### config.mk
export PLATFORM = sky130hd
export DESIGN_NAME = lps_slot_store
export DESIGN_NICKNAME = d
export VERILOG_FILES = /design/src/rtl/lps_pkg.sv /design/src/rtl/lps_slot_store.sv
export SDC_FILE = /design/constraint.sdc
export NUM_CORES = 1
export LEC_CHECK = 0
export ABC_AREA = 0
export BUFFER_PORTS_ARGS = -buffer_cell sky130_fd_sc_hd__buf_2
export CAP_MARGIN = 10
export CORE_UTILIZATION = 50
export DETAILED_ROUTE_END_ITERATION = 12
export GPL_TIMING_DRIVEN = 0
export PLACE_DENSITY_LB_ADDON = 0.05
export SKIP_CTS_REPAIR_TIMING = 1
export SLEW_MARGIN = 10
export SYNTH_ARGS = -nofsm -noshare
export SYNTH_HDL_FRONTEND = slang
export SYNTH_SLANG_ARGS = --single-unit
### constraint.sdc
create_clock -name clk -period 16.6 [get_ports clk]
set_input_delay 3.32 -clock clk [delete_from_list [all_inputs] [get_ports clk]]
set_output_delay 3.32 -clock clk [all_outputs]
set_load 0.01 [all_outputs]
### src/rtl/lps_pkg.sv
package lps_pkg;

  localparam int SLOTS         = 8;
  localparam int SLOT_BITS     = $clog2(SLOTS);
  localparam int COUNT_BITS    = $clog2(SLOTS + 1);
  localparam int MAX_STEPS     = 8;
  localparam int STEP_BITS     = $clog2(MAX_STEPS);
  localparam int BUILTIN_SLOTS = 4;
  localparam int PERIOD_BITS   = 16;
  localparam int LEN_BITS      = 4;
  localparam int COLOR_BITS    = 16;
  localparam int MODE_NUM_BITS = 4;
  localparam int OUT_DEPTH     = 4;
  localparam int OUT_PTR_BITS  = $clog2(OUT_DEPTH);
  localparam int OUT_CNT_BITS  = $clog2(OUT_DEPTH + 1);

  typedef enum logic [1:0] {
    ACT_TICK        = 2'd0,
    ACT_BUTTON      = 2'd1,
    ACT_SET_MODE    = 2'd2,
    ACT_NEW_PATTERN = 2'd3
  } action_t;

  typedef logic [SLOT_BITS-1:0] slot_idx_t;

  typedef struct packed {
    logic [PERIOD_BITS-1:0] period;
    logic [LEN_BITS-1:0]    length;
    logic [COLOR_BITS-1:0]  colors;
    logic [STEP_BITS-1:0]   step;
    logic [PERIOD_BITS-1:0] subcount;
  } slot_entry_t;

  typedef struct packed {
    logic        en;
    slot_idx_t   addr;
    slot_entry_t data;
  } slot_wr_t;

  typedef struct packed {
    logic [1:0]             led_color;
    logic [2:0]             active_mode;
    logic [PERIOD_BITS-1:0] echo_period;
    logic [LEN_BITS-1:0]    echo_length;
    logic                   status;
  } result_t;

  function automatic logic [1:0] color_of(logic [COLOR_BITS-1:0] colors,
                                          logic [STEP_BITS-1:0] step);
    return colors[{step, 1'b0} +: 2];
  endfunction

  // built-in patterns for the low slots, all else zero
  function automatic slot_entry_t slot_reset_value(slot_idx_t idx);
    slot_entry_t e;
    e = '0;
    if (32'(idx) < BUILTIN_SLOTS) begin
      case (idx)
        SLOT_BITS'(0): begin
          e.period = PERIOD_BITS'(500);
          e.length = LEN_BITS'(4);
          e.colors = COLOR_BITS'(16'h00D9);
        end
        SLOT_BITS'(1): begin
          e.period = PERIOD_BITS'(200);
          e.length = LEN_BITS'(3);
          e.colors = COLOR_BITS'(16'h002D);
        end
        SLOT_BITS'(2): begin
          e.period = PERIOD_BITS'(5000);
          e.length = LEN_BITS'(2);
          e.colors = COLOR_BITS'(16'h0009);
        end
        SLOT_BITS'(3): begin
          e.period = PERIOD_BITS'(75);
          e.length = LEN_BITS'(6);
          e.colors = COLOR_BITS'(16'h09B7);
        end
        default: e = '0;
      endcase
    end
    return e;
  endfunction

endpackage

### src/rtl/lps_slot_store.sv
module lps_slot_store import lps_pkg::*; (
  input  logic        clk,
  input  logic        rst,
  input  slot_idx_t   rd_addr,
  input  slot_wr_t    wr,
  output slot_entry_t rd_data
);

  slot_entry_t      mem [SLOTS];
  logic [SLOTS-1:0] written;
  slot_entry_t      mem_q;
  logic             written_q;
  slot_idx_t        addr_q;
  logic             last_en;
  slot_idx_t        last_addr;
  slot_entry_t      last_data;

  always_ff @(posedge clk) begin
    if (wr.en) begin
      mem[wr.addr] <= wr.data;
    end
    mem_q     <= mem[rd_addr];
    written_q <= written[rd_addr];
    addr_q    <= rd_addr;
    last_addr <= wr.addr;
    last_data <= wr.data;
  end

  always_ff @(posedge clk) begin
    if (rst) begin
      written <= '0;
      last_en <= 1'b0;
    end else begin
      last_en <= wr.en;
      if (wr.en) begin
        written[wr.addr] <= 1'b1;
      end
    end
  end

  // write in the read cycle wins, unwritten slots show their reset pattern
  always_comb begin
    if (last_en && last_addr == addr_q) begin
      rd_data = last_data;
    end else if (written_q) begin
      rd_data = mem_q;
    end else begin
      rd_data = slot_reset_value(addr_q);
    end
  end

endmodule

==> run metrics, run 1 <==
VDD IR max=about 0.085 mV; antenna violations before repair=0; slowest CP cell=clkbuf_1; routed vias=9670; Post-Route WL=approximately 43000 um; PwrDens=between 100 and 150 nW/um2; CP max FO=10; RSZ-0062 raised after global routing=no; Worst-path clk slew=about 0.060 ns; clock sink count=roughly 570; largest cells by area after synthesis=edfxtp_1 (65%), dfxtp_1 (12%), mux4_2 (12%); Slew headroom=a little under a third; Post-Syn Instances=between 900 and 1k; Synth area leader=edfxtp_1; syn nets=between 1k and 1.5k; Worst path max stage delay=roughly 0.8 ns; Critical Path RT=13.28 ns; post-synthesis sequential area ratio=between 70% and 80%; vias in the first global route=just over 10k; Crit. End Element=output port; later-pin clock latency in the skew report=roughly 0.6 ns; ys flop type=edfxtp_1; Final Core Density=between 60% and 70%; CP dominant cell by count=clkbuf_1; Synth async-reset ratio=0%; #FFs+latches synth=about 570; Wirelength per Cell=approximately 24 um; Fill cells=between 2k and 3k; commonest cells after routing, fill and taps aside=edfxtp_1 (440), buf_2 (129), dfxtp_1 (126); CTS root buffer=clkbuf_16; first-pass GRT wire length=between 60000 and 70000 um; Placement Setup Slack=10.61 ns; post-synth top area share=64.8%; die area=between 40000 and 50000 um2; commonest non-fill, non-tap cell in the layout=edfxtp_1; antenna-violating nets left=0; fmax=0.152 GHz; hold_ws=about 0.47 ns; Avg Inst Size Synth=20.9 um2; Hold Crit Class=register to register; I/O pin total=around 120; share of cells above drive strength 1=between 30% and 40%; Buffers on Ports=between 100 and 150; Data arrival, critical path=between 3 and 4 ns; Period minus WS final=about 6.6 ns; Num CTS Buffers=between 50 and 60; max_cap viols=0; final hold violations=0; Slew Limit Fails=0; Ys Warns=0; Leak=~8.8 nW; status=finished, final reports clean; Multi-input gate area=4310 um2; CTS tree=done; DRC Markers=0; area growth from synthesis to layout=17.9%; Post-synth EDFFs=between 400 and 500; setup TNS=0 ns; Overflow after GRT=0; die width=204 um; final net count=between 1k and 1.5k; H-tree depth=2; DR vias/cell=~5.5; pin count of the biggest net entering global routing=37; core area=roughly 40000 um2; clock buffer depth=3; worst path cell trace=clkbuf_1 > clkbuf_1 > clkbuf_1 > nand2_1 > mux2i_1 > buf_2; worst clock skew=0.0110 ns; global-route usage over all layers=between 20% and 30%; Final Wtd Congestion=between 0.6 and 0.7; Synth cell types=29; num rows=73; # setup viols final=0; 1st-iter DRT viols=720; TritonRoute pass-1 iters=4; mapped cell area=20400 um2; CP Launch Type=register; Chip Height=204 um; fin crit share=between 30 and 40%; slack of the critical path=10.04 ns; Reg area=around 16000 um2; Slew @ Worst Pin=~1 ns; dpl hpwl=roughly 27000 um; Initial Utilization=approximately 51%; kind of critical path=register to output port
sequential cells by signal (all words and copies together), names as in the netlist:
name,count
mem_q,55
addr_q,3
written_q,1
last_addr,3
written,8
last_en,1
mem,440
last_data,55
where the power goes:
group | total [W] | internal (W) | switching (W)
sequential | 0.00160 | 0.00159 | 0.0000136
combinational | 0.000171 | 0.0000784 | 0.0000924
clock | 0.00125 | 0.000729 | 0.000524
total | 0.00302 | 0.00239 | 0.000630
final timing paths:
path | slack [ns] | end | startpoint | cells after the start
worst max-delay path | 10.04 | rd_data[54] | written_q | 6
worst min-delay path | 0.47 | written[3] | written[3] | 2
worst max register to register | 15.34 | mem_q[13] | mem[7][13] | 2
worst min register to register | 0.47 | written[3] | written[3] | 2
cell usage after synthesis, drive strengths merged, types with 2 or more instances:
cell,n
mux4,112
dfxtp,126
edfxtp,440
o31ai,3
clkbuf,20
inv,43
nand2,37
nor2,12
nor4bb,3
a21oi,10
mux2i,42
buf,29
mux2,69
a22o,10
o21ba,3
and4b,2
xnor2,4
per-layer routing:
metal	global-route usage (%)	wire, um
met4	6.08	857
met5	0	0
met2	35.2	21100
met1	30.6	19300
met3	3.52	1960
cells by family after synthesis:
kind of cell	synth area share (%)
xor+xnor	0.172
compound gates	0.975
buf+inv	2.10
mux	18.2
flops	77.1
simple gates	1.40
cell type report:
type                            count  area share (%)
Antenna cell                        1          0.0104
Multi-Input combinational cell    316            17.9
Clock buffer                       76            6.73
Tap cell                          525            2.73
Clock inverter                     32           0.941
Buffer                             49            1.11
Inverter                           43           0.671
Sequential cell                   566            65.4
Timing Repair Buffer              163            4.50
per-stage QoR:
stage	instance area [um2]	total power [W]	cells
finish	24100	0.00302	1771
CTS	24100	0.00305	1770
floorplan	20400	0.00173	974
detailed placement	22200	0.00180	1662
global route	24100	0.00312	1770
global placement	21600	0.00180	1616
critical path, delay by kind of cell, from the launching register on:
kind / cells / cell delay [ns]
buffers and inverters: 4 / 1.85
muxes: 1 / 0.38
and+or+nand+nor: 1 / 0.10
DFF: 1 / 0.31
(Power assumes the default switching activity.)
==> inputs of run 2 (changes only) <==
--- a/config.mk
+++ b/config.mk
@@ -5,7 +5,7 @@
 export SDC_FILE = /design/constraint.sdc
 export NUM_CORES = 1
 export LEC_CHECK = 0
-export ABC_AREA = 0
+export ABC_AREA = 1
 export BUFFER_PORTS_ARGS = -buffer_cell sky130_fd_sc_hd__buf_2
 export CAP_MARGIN = 10
 export CORE_UTILIZATION = 50
==> constraint.sdc (replaced) <==
create_clock -name clk -period 5.8 [get_ports clk]
set_input_delay 1.16 -clock clk [delete_from_list [all_inputs] [get_ports clk]]
set_output_delay 1.16 -clock clk [all_outputs]
set_load 0.01 [all_outputs]
==> run 2 against run 1 <==
  * Sequential share of layout area shrank 5.4 points
  * Power grew to 3.0 times the previous value
  * Sequential power grew to 2.9 times the previous value
  * Non-clock buffer count grew 25
  * Synthesized area grew 12%
==> run metrics, run 2 <==
status=finished, final reports clean (unchanged); hold depth=2 (unchanged); Worst path max stage delay=0.87 ns (was 0.81 ns); CTS root buffer=clkbuf_16 (unchanged); Fill cells=3746 (was 2938); Hold Crit Endpoint=written[1] (was written[3]); Data arrival, critical path=2.50 ns (was 3.24 ns); Wirelength per Cell=18.6 um (was 24.4 um); largest family of logic cells by synthesized area=simple AND/OR/NAND/NOR gates (was multiplexers); Chip Height=216 um (was 204 um); post-synth top area share=57.9% (was 64.8%); later-pin clock latency in the skew report=0.62 ns (was 0.60 ns); final hold violations=0 (unchanged); Avg Inst Size Synth=10.1 um2 (was 20.9 um2); pin count of the biggest net entering global routing=35 (was 37); final net count=2505 (was 1260); Slew headroom=27.7% (was 31.7%); Crit. End Element=output port (unchanged); Reg2Reg Setup Slack=4.91 ns (was 15.34 ns); # setup viols final=0 (unchanged); WP depth=6 (unchanged); dpl hpwl=35700 um (was 27100 um); commonest non-fill, non-tap cell in the layout=nand2_1 (was edfxtp_1); vias in the first global route=15.0k (was 10.1k); Sw Ratio=23.0% (was 20.8%); post-synthesis simple-gate area fraction=24.8% (was 1.40%); CP max FO=7 (was 10); Synth async-reset ratio=0% (unchanged); Initial Utilization=51.1% (was 51.0%); kind of critical path=register to output port (unchanged); multiplexer share of the synthesized area=0% (was 18.2%); Seq pwr share=51.2% (was 52.9%); Final Wtd Congestion=0.804 (was 0.699); commonest cells after routing, fill and taps aside=nand2_1 (1257), edfxtp_1 (440), buf_2 (172) (was edfxtp_1 (440), buf_2 (129), dfxtp_1 (126)); Slew @ Worst Pin=1.07 ns (was 1.02 ns); clock sink count=566 (unchanged); slowest CP cell=o21ai_0 (was clkbuf_1); Slew Limit Fails=0 (unchanged); TritonRoute pass-1 iters=5 (was 4); max reg flops=440 (unchanged); antenna-violating nets left=0 (unchanged); CP dominant cell by count=nand2_1 (was clkbuf_1); VDD IR max=0.234 mV (was 0.0851 mV); routed vias=15.4k (was 9670); syn nets=2318 (was 1038); Post-Syn Instances=2254 (was 974); Psw=0.00206 W (was 0.000630 W); clock power share=41.1% (was 41.4%); area growth from synthesis to layout=15.1% (was 17.9%); R2R Path End=mem_q[29] (was mem_q[13]); complex-gate fraction of the synthesized area=0.285% (was 0.975%); biggest regs=mem x440, last_data x55, mem_q x55 (unchanged); I/O pin total=119 (unchanged); xor/xnor share of the synthesized area=0% (was 0.172%); global-route usage over all layers=25.3% (was 21.7%); DR vias/cell=5.01 (was 5.46); CTS tree=done (unchanged); Overflow after GRT=0 (unchanged); Leak=11.9 nW (was 8.76 nW); Num CTS Buffers=58 (was 57); count leader, synth=nand2_1 (was edfxtp_1); post-synthesis sequential area ratio=69.0% (was 77.1%); fin crit share=63.1%; #FFs+latches synth=566 (unchanged); setup TNS=0 ns (unchanged); Synth area leader=edfxtp_1 (unchanged); fmax=roughly 0.27 GHz; Synth cell types=20 (was 29); max_cap viols=0 (unchanged); core area=44600 um2 (was 40000 um2); PwrDens=341 nW/um2 (was 126 nW/um2); HP Start=written[1] (was written[3]); internal power=0.00690 W (was 0.00239 W); reg2reg path depth=6 (was 2); die width=216 um (was 204 um); num rows=77 (was 73); Period minus WS final=about 3.7 ns; mapped cell area=22800 um2 (was 20400 um2); Worst-path clk slew=0.06 ns (about the same); clock buffer depth=3 (unchanged); H-tree depth=2 (unchanged); CP Launch Type=register (unchanged); Final Core Density=58.8% (was 60.2%); antenna violations before repair=5 (was 0); Post-synth EDFFs=440 (unchanged); Post-Route WL=57400 um (was 43300 um); worst path cell trace=inv_2 > o21ai_0 > nand2_1 > nand2_1 > nand2_1 > buf_2 (was clkbuf_1 > clkbuf_1 > clkbuf_1 > nand2_1 > mux2i_1 > buf_2); first-pass GRT wire length=87900 um (was 64900 um); largest cells by area after synthesis=edfxtp_1 (58%), nand2_1 (21%), dfxtp_1 (11%) (was edfxtp_1 (65%), dfxtp_1 (12%), mux4_2 (12%)); worst path bufs/invs=2 (was 4); die area=46500 um2 (was 41600 um2); Ys Warns=0 (unchanged); 1st-iter DRT viols=1150 (was 720); worst clock skew=0.0216 ns (was 0.0110 ns); commonest cells in the netlist=nand2_1 (1257), edfxtp_1 (440), inv_1 (168) (was edfxtp_1 (440), dfxtp_1 (126), mux4_2 (112)); Hold Crit Class=register to register (unchanged); DRC Markers=0 (unchanged); Buffers on Ports=117 (unchanged); ys flop type=edfxtp_1 (unchanged); FF-to-FF Start=mem[7][29] (was mem[7][13]); Gate power share=7.8% (was 5.6%); Critical Path RT=4.64 ns (was 13.28 ns); Largest Register=mem (unchanged); RSZ-0062 raised after global routing=no (unchanged); post-synthesis adder-cell area fraction=0% (unchanged); share of cells above drive strength 1=14.2% (was 36.8%); Top delay family on crit path=compound AO/OA/AOI/OAI gates (was buffers and inverters)
run 2: layout make-up:
cell class,count,area [um2],area share (%)
clock inverters,34,283,1.08
diodes,1,2.50,0.00953
plain buffers,110,694,2.65
flip-flops and latches,566,15700,59.9
multi-input cells,1407,5740,21.8
repair buffers,127,801,3.05
clock buffers,75,1600,6.08
well taps,592,741,2.82
inverters,171,662,2.52
run 2: logic make-up after synthesis:
group	Yosys count
AOI/OAI and AO/OA	13
and+or+nand+nor	1394
DFF	566
buffers and inverters	281
run 2: power by group through the flow:
| stage | sequential (W) | clock [W] | combinational (W) |
|---|---|---|---|
| 2_1_floorplan | 0.00466 | 0 | 0.000408 |
| 3_3_place_gp | 0.00467 | 0 | 0.000680 |
| 3_5_place_dp | 0.00467 | 0 | 0.000701 |
| 4_1_cts | 0.00458 | 0.00373 | 0.000705 |
| 5_1_grt | 0.00460 | 0.00388 | 0.000780 |
| 6_report | 0.00458 | 0.00368 | 0.000698 |
run 2: worst max path at each step:
stage	endpoint	startpoint
final	rd_data[22]	addr_q[0]
after global routing	rd_data[22]	addr_q[0]
after CTS	rd_data[22]	addr_q[0]
after detailed placement	rd_data[22]	addr_q[0]
after global placement	mem[7][44]	wr[55]
after floorplan	mem[7][0]	wr[55]
run 2: tightest hold or removal path, stage by stage (launching register included):
cell and delay [ns]:
dfxtp_1 0.30, inv_1 0.06, a21oi_1 0.06
run 2: metal layers:
layer	GRT usage, %	up-vias	share of wire [%]
li1	-	7520	-
met4	7.42	8	2.1
met3	3.86	89	6.3
met1	34.1	7372	43
met5	0	-	0.085
met2	42.4	453	48
run 2: stage by stage:
step | power (W) | instances | hold WS (ns) | worst slack, ns | cell area, um2
6_report | 0.00896 | 3083 | 0.466 | 2.14 | 26300
5_1_grt | 0.00926 | 3082 | 0.491 | 2.02 | 26200
4_1_cts | 0.00901 | 3082 | 0.465 | 2.06 | 26200
3_5_place_dp | 0.00537 | 2973 | 0.457 | 2.72 | 24400
3_3_place_gp | 0.00535 | 2963 | 0.449 | -0.642 | 24100
2_1_floorplan | 0.00507 | 2254 | 0.435 | 1.76 | 22800
